===== src/design/rvde_pkg.sv =====
// Shared types, encodings and widths for the RV32I decode and execute block.
`default_nettype none

package rvde_pkg;

    // Stream widths
    localparam int S_TDATA_W = 128;
    localparam int M_TDATA_W = 152;
    localparam int M_TUSER_W = 2;

    // Queue between front and back (depth must be a power of two)
    localparam int QDEPTH = 2;
    localparam int QPTR_W = $clog2(QDEPTH);
    localparam int QCNT_W = $clog2(QDEPTH + 1);

    // Marker word that ends a program: ADDI x10,x0,255
    localparam logic [31:0] HALT_WORD = 32'h0ff00513;

    // Major opcodes
    localparam logic [6:0] OPC_LUI    = 7'b0110111;
    localparam logic [6:0] OPC_AUIPC  = 7'b0010111;
    localparam logic [6:0] OPC_JAL    = 7'b1101111;
    localparam logic [6:0] OPC_JALR   = 7'b1100111;
    localparam logic [6:0] OPC_LOAD   = 7'b0000011;
    localparam logic [6:0] OPC_OPIMM  = 7'b0010011;
    localparam logic [6:0] OPC_BRANCH = 7'b1100011;
    localparam logic [6:0] OPC_STORE  = 7'b0100011;
    localparam logic [6:0] OPC_OP     = 7'b0110011;

    // funct7 values
    localparam logic [6:0] F7_BASE = 7'b0000000;
    localparam logic [6:0] F7_ALT  = 7'b0100000;

    // funct3 values
    localparam logic [2:0] F3_JALR   = 3'd0;
    localparam logic [2:0] F3_BYTE   = 3'd0;
    localparam logic [2:0] F3_HALF   = 3'd1;
    localparam logic [2:0] F3_WORD   = 3'd2;
    localparam logic [2:0] F3_BYTE_U = 3'd4;
    localparam logic [2:0] F3_HALF_U = 3'd5;
    localparam logic [2:0] F3_ADD    = 3'd0;
    localparam logic [2:0] F3_SLL    = 3'd1;
    localparam logic [2:0] F3_SLT    = 3'd2;
    localparam logic [2:0] F3_SLTU   = 3'd3;
    localparam logic [2:0] F3_XOR    = 3'd4;
    localparam logic [2:0] F3_SR     = 3'd5;
    localparam logic [2:0] F3_OR     = 3'd6;
    localparam logic [2:0] F3_AND    = 3'd7;
    localparam logic [2:0] F3_BEQ    = 3'd0;
    localparam logic [2:0] F3_BNE    = 3'd1;
    localparam logic [2:0] F3_BLT    = 3'd4;
    localparam logic [2:0] F3_BGE    = 3'd5;
    localparam logic [2:0] F3_BLTU   = 3'd6;
    localparam logic [2:0] F3_BGEU   = 3'd7;

    typedef logic [5:0] op_t;

    // Decoded operation codes
    localparam op_t OP_LUI   = 6'd0;
    localparam op_t OP_AUIPC = 6'd1;
    localparam op_t OP_JAL   = 6'd2;
    localparam op_t OP_JALR  = 6'd3;
    localparam op_t OP_LB    = 6'd4;
    localparam op_t OP_LH    = 6'd5;
    localparam op_t OP_LW    = 6'd6;
    localparam op_t OP_LBU   = 6'd7;
    localparam op_t OP_LHU   = 6'd8;
    localparam op_t OP_ADDI  = 6'd9;
    localparam op_t OP_SLTI  = 6'd10;
    localparam op_t OP_SLTIU = 6'd11;
    localparam op_t OP_XORI  = 6'd12;
    localparam op_t OP_ORI   = 6'd13;
    localparam op_t OP_ANDI  = 6'd14;
    localparam op_t OP_SLLI  = 6'd15;
    localparam op_t OP_SRLI  = 6'd16;
    localparam op_t OP_SRAI  = 6'd17;
    localparam op_t OP_BEQ   = 6'd18;
    localparam op_t OP_BNE   = 6'd19;
    localparam op_t OP_BLT   = 6'd20;
    localparam op_t OP_BGE   = 6'd21;
    localparam op_t OP_BLTU  = 6'd22;
    localparam op_t OP_BGEU  = 6'd23;
    localparam op_t OP_SB    = 6'd24;
    localparam op_t OP_SH    = 6'd25;
    localparam op_t OP_SW    = 6'd26;
    localparam op_t OP_ADD   = 6'd27;
    localparam op_t OP_SUB   = 6'd28;
    localparam op_t OP_SLL   = 6'd29;
    localparam op_t OP_SLT   = 6'd30;
    localparam op_t OP_SLTU  = 6'd31;
    localparam op_t OP_XOR   = 6'd32;
    localparam op_t OP_SRL   = 6'd33;
    localparam op_t OP_SRA   = 6'd34;
    localparam op_t OP_OR    = 6'd35;
    localparam op_t OP_AND   = 6'd36;

    // Decoded item travelling from front to back
    typedef struct packed {
        op_t         op;
        logic        illegal;
        logic        halt;
        logic [4:0]  dest_reg;
        logic [4:0]  src1_reg;
        logic [4:0]  src2_reg;
        logic [31:0] imm;
        logic [31:0] pc;
        logic [31:0] src1_value;
        logic [31:0] src2_value;
    } dec_item_t;

    // Result item held in the output register
    typedef struct packed {
        op_t         op;
        logic [4:0]  dest_reg;
        logic [4:0]  src1_reg;
        logic [4:0]  src2_reg;
        logic [31:0] imm;
        logic [31:0] result;
        logic        taken;
        logic [31:0] target;
        logic [31:0] mem_addr;
        logic        illegal;
        logic        halt;
    } exe_item_t;

    // Queue status seen by front and back
    typedef struct packed {
        logic valid;
        logic full;
    } q_status_t;

endpackage

`default_nettype wire


===== src/design/rv32i_decode_execute.sv =====
// Top level of the RV32I decode and execute block: front, queue and back.
//
//  channel | dir | tdata                                  | tuser
//  s_      | in  | instruction word, pc, rs1 value, rs2   | -
//  m_      | out | decoded fields and execute results     | illegal, halt
//
// One item per cycle sustained while m_tready stays high; an accepted item passes
// through the decode queue and then the output register before it reaches m_tvalid.
// The front decodes into a two-entry queue, the back runs the ALU into the
// output register. s_tready drops only when the queue is full.
// aresetn is synchronous and empties the queue and the output register.
`default_nettype none

module rv32i_decode_execute (
    input  wire logic                              aclk,
    input  wire logic                              aresetn,
    input  wire logic                              s_tvalid,
    output logic                                   s_tready,
    // instr_word, instr_pc, src1_value, src2_value
    input  wire logic [rvde_pkg::S_TDATA_W-1:0]    s_tdata,
    output logic                                   m_tvalid,
    input  wire logic                              m_tready,
    // operation, dest_reg, src1_reg, src2_reg, immediate, result_value,
    // taken, target_address, mem_address, zero fill
    output logic [rvde_pkg::M_TDATA_W-1:0]         m_tdata,
    // illegal, halt
    output logic [rvde_pkg::M_TUSER_W-1:0]         m_tuser
);
    import rvde_pkg::*;

    q_status_t q_status;
    dec_item_t dec_item;
    dec_item_t head_item;
    exe_item_t m_item;
    logic      push;
    logic      pop;

    rvde_decode u_decode (
        .s_tvalid (s_tvalid),
        .s_tready (s_tready),
        .s_tdata  (s_tdata),
        .q_status (q_status),
        .push     (push),
        .item     (dec_item)
    );

    rvde_queue u_queue (
        .aclk      (aclk),
        .aresetn   (aresetn),
        .push      (push),
        .push_item (dec_item),
        .pop       (pop),
        .head_item (head_item),
        .status    (q_status)
    );

    rvde_execute u_execute (
        .aclk      (aclk),
        .aresetn   (aresetn),
        .q_status  (q_status),
        .head_item (head_item),
        .pop       (pop),
        .m_valid   (m_tvalid),
        .m_ready   (m_tready),
        .m_item    (m_item)
    );

    // Pack the result item
    assign m_tdata = {2'b00, m_item.mem_addr, m_item.target, m_item.taken,
                      m_item.result, m_item.imm, m_item.src2_reg,
                      m_item.src1_reg, m_item.dest_reg, m_item.op};
    assign m_tuser = {m_item.halt, m_item.illegal};

    // An item accepted into an empty block goes through the queue into the output register
    assert property (@(posedge aclk) disable iff (!aresetn)
        (s_tvalid && s_tready && !q_status.valid && !m_tvalid) |-> ##2 m_tvalid)
        else $error("accepted item did not reach the output in two cycles");

    // The halt word is a legal ADDI
    assert property (@(posedge aclk) disable iff (!aresetn)
        (m_tvalid && m_tuser[1]) |-> (!m_tuser[0] && m_tdata[5:0] == OP_ADDI))
        else $error("halt item not decoded as ADDI");

    // An illegal item carries no operation, immediate or results
    assert property (@(posedge aclk) disable iff (!aresetn)
        (m_tvalid && m_tuser[0]) |->
            (m_tdata[5:0] == OP_LUI && m_tdata[52:21] == 32'd0 && !m_tdata[85]
             && m_tdata[149:86] == 64'd0))
        else $error("illegal item carries results");

    // Only jumps and branches are taken
    assert property (@(posedge aclk) disable iff (!aresetn)
        (m_tvalid && m_tdata[85]) |->
            (m_tdata[5:0] == OP_JAL || m_tdata[5:0] == OP_JALR
             || (m_tdata[5:0] >= OP_BEQ && m_tdata[5:0] <= OP_BGEU)))
        else $error("taken set on a non-control item");

endmodule

`default_nettype wire


===== src/design/rvde_decode.sv =====
// Front part: accepts instruction items and classifies them into decoded items.
`default_nettype none

module rvde_decode (
    input  wire logic                              s_tvalid,
    output logic                                   s_tready,
    input  wire logic [rvde_pkg::S_TDATA_W-1:0]    s_tdata,
    input  wire rvde_pkg::q_status_t               q_status,
    output logic                                   push,
    output rvde_pkg::dec_item_t                    item
);
    import rvde_pkg::*;

    logic [31:0] word;
    logic [6:0]  opc;
    logic [2:0]  f3;
    logic [6:0]  f7;
    logic [31:0] imm_i;
    logic [31:0] imm_s;
    logic [31:0] imm_b;
    logic [31:0] imm_u;
    logic [31:0] imm_j;
    logic [31:0] imm_sh;
    logic        bad;
    op_t         op;
    logic [31:0] imm;

    // Take an item whenever the queue has room
    assign s_tready = !q_status.full;
    assign push     = s_tvalid && s_tready;

    assign word = s_tdata[31:0];
    assign opc  = word[6:0];
    assign f3   = word[14:12];
    assign f7   = word[31:25];

    // Immediates of every format
    assign imm_i  = {{20{word[31]}}, word[31:20]};
    assign imm_s  = {{20{word[31]}}, word[31:25], word[11:7]};
    assign imm_b  = {{19{word[31]}}, word[31], word[7], word[30:25], word[11:8], 1'b0};
    assign imm_u  = {word[31:12], 12'b0};
    assign imm_j  = {{11{word[31]}}, word[31], word[19:12], word[20], word[30:21], 1'b0};
    assign imm_sh = {27'b0, word[24:20]};

    // Classify opcode, funct3 and funct7
    always_comb begin
        op  = OP_LUI;
        imm = '0;
        bad = 1'b0;
        case (opc)
            OPC_LUI: begin
                op  = OP_LUI;
                imm = imm_u;
            end
            OPC_AUIPC: begin
                op  = OP_AUIPC;
                imm = imm_u;
            end
            OPC_JAL: begin
                op  = OP_JAL;
                imm = imm_j;
            end
            OPC_JALR: begin
                op  = OP_JALR;
                imm = imm_i;
                bad = (f3 != F3_JALR);
            end
            OPC_LOAD: begin
                imm = imm_i;
                case (f3)
                    F3_BYTE:   op = OP_LB;
                    F3_HALF:   op = OP_LH;
                    F3_WORD:   op = OP_LW;
                    F3_BYTE_U: op = OP_LBU;
                    F3_HALF_U: op = OP_LHU;
                    default:   bad = 1'b1;
                endcase
            end
            OPC_OPIMM: begin
                imm = imm_i;
                case (f3)
                    F3_ADD:  op = OP_ADDI;
                    F3_SLT:  op = OP_SLTI;
                    F3_SLTU: op = OP_SLTIU;
                    F3_XOR:  op = OP_XORI;
                    F3_OR:   op = OP_ORI;
                    F3_AND:  op = OP_ANDI;
                    F3_SLL: begin
                        imm = imm_sh;
                        op  = OP_SLLI;
                        bad = (f7 != F7_BASE);
                    end
                    default: begin
                        imm = imm_sh;
                        if (f7 == F7_BASE) begin
                            op = OP_SRLI;
                        end else if (f7 == F7_ALT) begin
                            op = OP_SRAI;
                        end else begin
                            bad = 1'b1;
                        end
                    end
                endcase
            end
            OPC_BRANCH: begin
                imm = imm_b;
                case (f3)
                    F3_BEQ:  op = OP_BEQ;
                    F3_BNE:  op = OP_BNE;
                    F3_BLT:  op = OP_BLT;
                    F3_BGE:  op = OP_BGE;
                    F3_BLTU: op = OP_BLTU;
                    F3_BGEU: op = OP_BGEU;
                    default: bad = 1'b1;
                endcase
            end
            OPC_STORE: begin
                imm = imm_s;
                case (f3)
                    F3_BYTE: op = OP_SB;
                    F3_HALF: op = OP_SH;
                    F3_WORD: op = OP_SW;
                    default: bad = 1'b1;
                endcase
            end
            OPC_OP: begin
                if (f7 == F7_ALT) begin
                    if (f3 == F3_ADD) begin
                        op = OP_SUB;
                    end else if (f3 == F3_SR) begin
                        op = OP_SRA;
                    end else begin
                        bad = 1'b1;
                    end
                end else if (f7 == F7_BASE) begin
                    case (f3)
                        F3_ADD:  op = OP_ADD;
                        F3_SLL:  op = OP_SLL;
                        F3_SLT:  op = OP_SLT;
                        F3_SLTU: op = OP_SLTU;
                        F3_XOR:  op = OP_XOR;
                        F3_SR:   op = OP_SRL;
                        F3_OR:   op = OP_OR;
                        default: op = OP_AND;
                    endcase
                end else begin
                    bad = 1'b1;
                end
            end
            default: bad = 1'b1;
        endcase
    end

    // Build the decoded item; an illegal word carries no operation or immediate
    always_comb begin
        item.op         = bad ? OP_LUI : op;
        item.illegal    = bad;
        item.halt       = (word == HALT_WORD);
        item.dest_reg   = word[11:7];
        item.src1_reg   = word[19:15];
        item.src2_reg   = word[24:20];
        item.imm        = bad ? 32'd0 : imm;
        item.pc         = s_tdata[63:32];
        item.src1_value = s_tdata[95:64];
        item.src2_value = s_tdata[127:96];
    end

endmodule

`default_nettype wire


===== src/design/rvde_queue.sv =====
// Short queue of decoded items between the front and back parts.
`default_nettype none

module rvde_queue (
    input  wire logic                  aclk,
    input  wire logic                  aresetn,
    input  wire logic                  push,
    input  wire rvde_pkg::dec_item_t   push_item,
    input  wire logic                  pop,
    output rvde_pkg::dec_item_t        head_item,
    output rvde_pkg::q_status_t        status
);
    import rvde_pkg::*;

    dec_item_t         entry_reg [QDEPTH];
    logic [QPTR_W-1:0] wr_ptr_reg;
    logic [QPTR_W-1:0] wr_ptr_next;
    logic [QPTR_W-1:0] rd_ptr_reg;
    logic [QPTR_W-1:0] rd_ptr_next;
    logic [QCNT_W-1:0] count_reg;
    logic [QCNT_W-1:0] count_next;

    assign status.valid = (count_reg != '0);
    assign status.full  = (count_reg == QCNT_W'(QDEPTH));
    assign head_item    = entry_reg[rd_ptr_reg];

    // Advance pointers and occupancy
    always_comb begin
        wr_ptr_next = push ? wr_ptr_reg + 1'b1 : wr_ptr_reg;
        rd_ptr_next = pop ? rd_ptr_reg + 1'b1 : rd_ptr_reg;
        count_next  = count_reg;
        if (push && !pop) begin
            count_next = count_reg + 1'b1;
        end else if (pop && !push) begin
            count_next = count_reg - 1'b1;
        end
    end

    always_ff @(posedge aclk) begin
        if (!aresetn) begin
            wr_ptr_reg <= '0;
            rd_ptr_reg <= '0;
            count_reg  <= '0;
        end else begin
            wr_ptr_reg <= wr_ptr_next;
            rd_ptr_reg <= rd_ptr_next;
            count_reg  <= count_next;
        end
    end

    // Store the incoming item
    always_ff @(posedge aclk) begin
        if (push) begin
            entry_reg[wr_ptr_reg] <= push_item;
        end
    end

endmodule

`default_nettype wire


===== src/design/rvde_execute.sv =====
// Back part: carries out decoded items and holds results in the output register.
`default_nettype none

module rvde_execute (
    input  wire logic                  aclk,
    input  wire logic                  aresetn,
    input  wire rvde_pkg::q_status_t   q_status,
    input  wire rvde_pkg::dec_item_t   head_item,
    output logic                       pop,
    output logic                       m_valid,
    input  wire logic                  m_ready,
    output rvde_pkg::exe_item_t        m_item
);
    import rvde_pkg::*;

    logic        out_valid_reg;
    logic        out_valid_next;
    exe_item_t   out_item_reg;
    exe_item_t   res;

    logic [31:0] a;
    logic [31:0] opnd2;
    logic [4:0]  shamt;
    logic [31:0] sum;
    logic [31:0] diff;
    logic [31:0] pc_imm;
    logic [31:0] link;
    logic        lt_s;
    logic        lt_u;
    logic        eq;
    logic [31:0] alu;
    logic        cond;
    logic        use_src2;

    // Move the head item on when the output register is free or being emptied
    assign pop     = q_status.valid && (!out_valid_reg || m_ready);
    assign m_valid = out_valid_reg;
    assign m_item  = out_item_reg;

    // Shared operands: register operand for R-type and branches, else immediate
    assign a        = head_item.src1_value;
    assign use_src2 = (head_item.op inside {[OP_BEQ:OP_BGEU], [OP_ADD:OP_AND]});
    assign opnd2    = use_src2 ? head_item.src2_value : head_item.imm;
    assign shamt    = opnd2[4:0];
    assign sum      = a + opnd2;
    assign diff     = a - opnd2;
    assign pc_imm   = head_item.pc + head_item.imm;
    assign link     = head_item.pc + 32'd4;
    assign lt_s     = ($signed(a) < $signed(opnd2));
    assign lt_u     = (a < opnd2);
    assign eq       = (a == opnd2);

    // Arithmetic, logic and shift result
    always_comb begin
        case (head_item.op)
            OP_ADDI, OP_ADD:    alu = sum;
            OP_SUB:             alu = diff;
            OP_SLTI, OP_SLT:    alu = {31'b0, lt_s};
            OP_SLTIU, OP_SLTU:  alu = {31'b0, lt_u};
            OP_XORI, OP_XOR:    alu = a ^ opnd2;
            OP_ORI, OP_OR:      alu = a | opnd2;
            OP_ANDI, OP_AND:    alu = a & opnd2;
            OP_SLLI, OP_SLL:    alu = a << shamt;
            OP_SRLI, OP_SRL:    alu = a >> shamt;
            OP_SRAI, OP_SRA:    alu = 32'($signed(a) >>> shamt);
            default:            alu = '0;
        endcase
    end

    // Branch condition
    always_comb begin
        case (head_item.op)
            OP_BEQ:  cond = eq;
            OP_BNE:  cond = !eq;
            OP_BLT:  cond = lt_s;
            OP_BGE:  cond = !lt_s;
            OP_BLTU: cond = lt_u;
            OP_BGEU: cond = !lt_u;
            default: cond = 1'b0;
        endcase
    end

    // Assemble the result item
    always_comb begin
        res.op       = head_item.op;
        res.dest_reg = head_item.dest_reg;
        res.src1_reg = head_item.src1_reg;
        res.src2_reg = head_item.src2_reg;
        res.imm      = head_item.imm;
        res.illegal  = head_item.illegal;
        res.halt     = head_item.halt;
        res.result   = '0;
        res.taken    = 1'b0;
        res.target   = '0;
        res.mem_addr = '0;
        if (!head_item.illegal) begin
            case (head_item.op)
                OP_LUI:   res.result = head_item.imm;
                OP_AUIPC: res.result = pc_imm;
                OP_JAL: begin
                    res.result = link;
                    res.taken  = 1'b1;
                    res.target = pc_imm;
                end
                OP_JALR: begin
                    res.result = link;
                    res.taken  = 1'b1;
                    res.target = {sum[31:1], 1'b0};
                end
                OP_LB, OP_LH, OP_LW, OP_LBU, OP_LHU, OP_SB, OP_SH, OP_SW: begin
                    res.mem_addr = sum;
                end
                OP_BEQ, OP_BNE, OP_BLT, OP_BGE, OP_BLTU, OP_BGEU: begin
                    res.result = {31'b0, cond};
                    res.taken  = cond;
                    res.target = pc_imm;
                end
                default:  res.result = alu;
            endcase
        end
    end

    // Hold the result until the item is taken
    always_comb begin
        out_valid_next = out_valid_reg;
        if (pop) begin
            out_valid_next = 1'b1;
        end else if (m_ready) begin
            out_valid_next = 1'b0;
        end
    end

    always_ff @(posedge aclk) begin
        if (!aresetn) begin
            out_valid_reg <= 1'b0;
        end else begin
            out_valid_reg <= out_valid_next;
        end
    end

    always_ff @(posedge aclk) begin
        if (pop) begin
            out_item_reg <= res;
        end
    end

endmodule

`default_nettype wire


===== config.mk =====
export PLATFORM = sky130hd
export DESIGN_NAME = rv32i_decode_execute
export DESIGN_NICKNAME = d
export VERILOG_FILES = /design/src/design/rvde_pkg.sv /design/src/design/rv32i_decode_execute.sv /design/src/design/rvde_decode.sv /design/src/design/rvde_queue.sv /design/src/design/rvde_execute.sv
export SDC_FILE = /design/constraint.sdc
export NUM_CORES = 1
export LEC_CHECK = 0
export BUFFER_PORTS_ARGS = -buffer_cell sky130_fd_sc_hd__buf_2
export CELL_PAD_IN_SITES_DETAIL_PLACEMENT = 1
export CELL_PAD_IN_SITES_GLOBAL_PLACEMENT = 2
export CORE_AREA = 8 8 281 283
export CTS_BUF_LIST = sky130_fd_sc_hd__clkbuf_16
export DETAILED_ROUTE_END_ITERATION = 8
export DIE_AREA = 0 0 289 291
export PLACE_DENSITY_LB_ADDON = 0.3
export SLEW_MARGIN = 20
export SYNTH_ARGS = -nofsm -noshare
export SYNTH_HDL_FRONTEND = slang
export SYNTH_HIERARCHICAL = 1
export SYNTH_SLANG_ARGS = --single-unit

===== constraint.sdc =====
create_clock -name aclk -period 26.9 [get_ports aclk]
set_input_delay 1.345 -clock aclk [delete_from_list [all_inputs] [get_ports aclk]]
set_output_delay 1.345 -clock aclk [all_outputs]
set_load 0.02 [all_outputs]

==> impl_metrics.json <==
{
  "status": "complete, no violations",
  "combPwrFrac_pct": 63.7,
  "fin_cells": 4198,
  "place_hpwl_mm": 108,
  "cp.required_ns": 27.26,
  "largest_reg_flops": 302,
  "ys_ff_latch": 460,
  "synthFlopType": "edfxtp_1",
  "avgSynthCellArea_um2": 10.3,
  "top_layer": "met5",
  "path_class": "flop to flop",
  "yosysTopAreaCellShare_pct": 43.2,
  "antennaDiodeCount": 0,
  "clockBufferDepth": 3,
  "crit_path_max_fanout": 39,
  "coreArea_um2": 74800,
  "yosysSeqAreaShare_pct": 43.5,
  "antenna_found_initial": 12,
  "synth_area_leaders": "edfxtp_1, ha_1, mux2_4",
  "fmax_ghz": 0.121,
  "synth_area_um2": 31600,
  "gp_congestion": 0.970,
  "wl_mm": 141,
  "vdd_drop_max_mv": 0.146,
  "syn-instance-count": 3080,
  "drtIter0Drc": 2538,
  "wl_per_cell_um": 33.6,
  "pre_cts_ws_ns": 18.99,
  "vias": 26700,
  "die_w_um": 289,
  "hold_buffers": 0,
  "htree_levels": 2,
  "rsz0062_at_grt": "false",
  "rows": 101,
  "cts.sinks": 460,
  "drtAntennaViolNets": 0,
  "grt_max_degree": 153,
  "power.leakage_nw": 13.1,
  "setup_viol": 0,
  "drive_gt1_share_pct": 22.0,
  "clockRootBuffer": "clkbuf_16",
  "port_buffers": 285,
  "cts.clk_slew.worst_paths_ns": 0.06,
  "p_seq_share_pct": 21.0,
  "fin_setup_tns_ns": 0,
  "power.internal_mw": 2.46,
  "finClkSkew_ns": 0.0546,
  "track_usage_pct": 32.3,
  "synth_cell_type_count": 104,
  "firstDrtPassIters": 6,
  "grt_pass1_vias": 27300,
  "start_util_pct": 42.2,
  "report.final.slew_viol_count": 0,
  "grt_pass1_wl_mm": 200,
  "finalHoldViolations": 0,
  "wl_met1_mm": 60.1,
  "vias_per_cell": 6.37,
  "hold_class": "flop to flop",
  "cts_setup_buffers": 0,
  "cts_buffers": 52,
  "fp.dieH_um": 291,
  "p_per_area_nw_per_um2": 148,
  "met2_length_mm": 65.5,
  "clock_latency_ns": 0.65,
  "synth_enable_flop_cells": 454,
  "cp.arrival_ns": 8.65,
  "pwr-share-clk_pct": 15.3,
  "yosysWarnings": 6,
  "drc_errors": 0,
  "fin_crit_sh_pct": 30.8,
  "endpoint_kind": "flop",
  "ios": 288,
  "die_area_um2": 84100,
  "crit_path_start_kind": "flop",
  "synth_most_common_cell": "edfxtp_1",
  "syn_to_final_growth_pct": 10.6,
  "fin_crit_ns": 8.29,
  "ctsResizeCount": 0,
  "worst_pin_slew_ns": 1.21,
  "synthArstFlopShare_pct": 0,
  "ys_top_cells_by_count": "edfxtp_1, nor2_1, a21oi_1, nand2_1, o21ai_0",
  "max-slew-margin-rel_pct": 18.2,
  "nFillCells": 8260,
  "cts_tree": "built",
  "timing.final.ws_setup_ns": 18.61,
  "switchingPower_mw": 2.71,
  "gr-total-overflow": 0,
  "swShare_pct": 52.4,
  "layout.nets": 3433,
  "routed-wl-met3_mm": 8.59,
  "synth.largest_area_cell": "edfxtp_1",
  "dp.cells": 4100,
  "drv_cap": 0
}
[cells by family after synthesis]
kind of cell    share of synthesized area, %
other cells                           0.0119
buf+inv                                 7.09
fa+ha+maj                               5.00
xor+xnor                                3.19
mux                                     9.77
compound gates                          18.7
simple gates                            12.7
flops                                   43.5
[final timing paths]
| path | end | start | depth (start not counted) | slack [ns] |
|---|---|---|---|---|
| worst min-delay path | u_queue/count_reg[1] | u_queue/count_reg[1] | 2 | 0.54 |
| worst max-delay path | u_execute/m_item[79] | flop | 20 | 18.61 |
| worst min register to register | u_queue/count_reg[1] | u_queue/count_reg[1] | 2 | 0.54 |
| worst max register to register | u_execute/m_item[79] | flop | 20 | 18.61 |
[per-stage QoR]
| stage | power, mW | area (um^2) | hold slack [ns] | utilization (%) |
|---|---|---|---|---|
| after detailed placement | 4.30 | 33000 | 0.512 | 44.1 |
| after global routing | 5.37 | 34900 | 0.563 | 46.7 |
| after CTS | 5.11 | 34900 | 0.534 | 46.7 |
| final | 5.17 | 34900 | 0.538 | 46.7 |
| after global placement | 4.26 | 33000 | 0.483 | 44.1 |
| after floorplan | 3.15 | 31600 | 0.468 | - |
[cell usage in the layout, fill, tap and decap left out, types with 20 or more instances in the layout]
cell / n
nor4_1: 25
xor2_1: 34
inv_1: 131
nand4_1: 25
a22oi_1: 46
edfxtp_1: 454
nor3_1: 91
a31oi_1: 42
o21bai_1: 20
o211ai_1: 35
a21o_1: 33
mux2_4: 90
a21oi_1: 218
mux2_2: 97
o21ai_0: 154
nand3_1: 71
a211oi_1: 55
a21oi_2: 20
nand2_1: 192
ha_1: 123
buf_2: 285
and3_1: 25
a221oi_1: 28
mux2i_1: 64
xnor2_1: 81
nor2_1: 250
clkbuf_16: 52
buf_4: 55
[cell type report]
cell class	instances	area [um^2]	share of cell area, %
timing repair buffer	341	1860	5.32
tap	978	1220	3.50
inverter	129	484	1.39
multi-input combinational	2192	15700	44.9
sequential	460	13800	39.4
clock inverter	46	606	1.73
clock buffer	52	1300	3.73
[critical path, stage by stage, from the launching register on]
cell and delay [ns]:
dfxtp_4 0.54, buf_4 0.58, mux2_2 0.69, o21a_1 0.23, o32a_1 0.48, nand3_1 0.50, nand2_2 0.64, ha_1 0.41
inv_1 0.10, fa_1 0.51, nor2b_1 0.20, o2111ai_1 0.17, a31oi_1 0.80, o21ai_0 0.47, nand2b_1 0.20, a21oi_1 0.09
xnor2_1 0.33, o21ai_0 0.32, a31oi_1 0.24, o21ai_0 0.21, o21a_1 0.24
[per-layer routing]
metal | vias to the layer above | track usage (%)
li1 | 11700 | -
met1 | 13700 | 43.4
met2 | 1117 | 52.0
met3 | 238 | 4.33
met4 | 4 | 13.5
met5 | - | 0
[power by group through the flow]
stage / registers (mW) / clock network [mW] / logic (mW)
3_3_place_gp: 1.09 / 0 / 3.17
4_1_cts: 1.09 / 0.805 / 3.22
5_1_grt: 1.10 / 0.827 / 3.44
3_5_place_dp: 1.10 / 0 / 3.20
2_1_floorplan: 1.25 / 0 / 1.91
6_report: 1.09 / 0.792 / 3.29
Power figures use the tool's default switching activity.
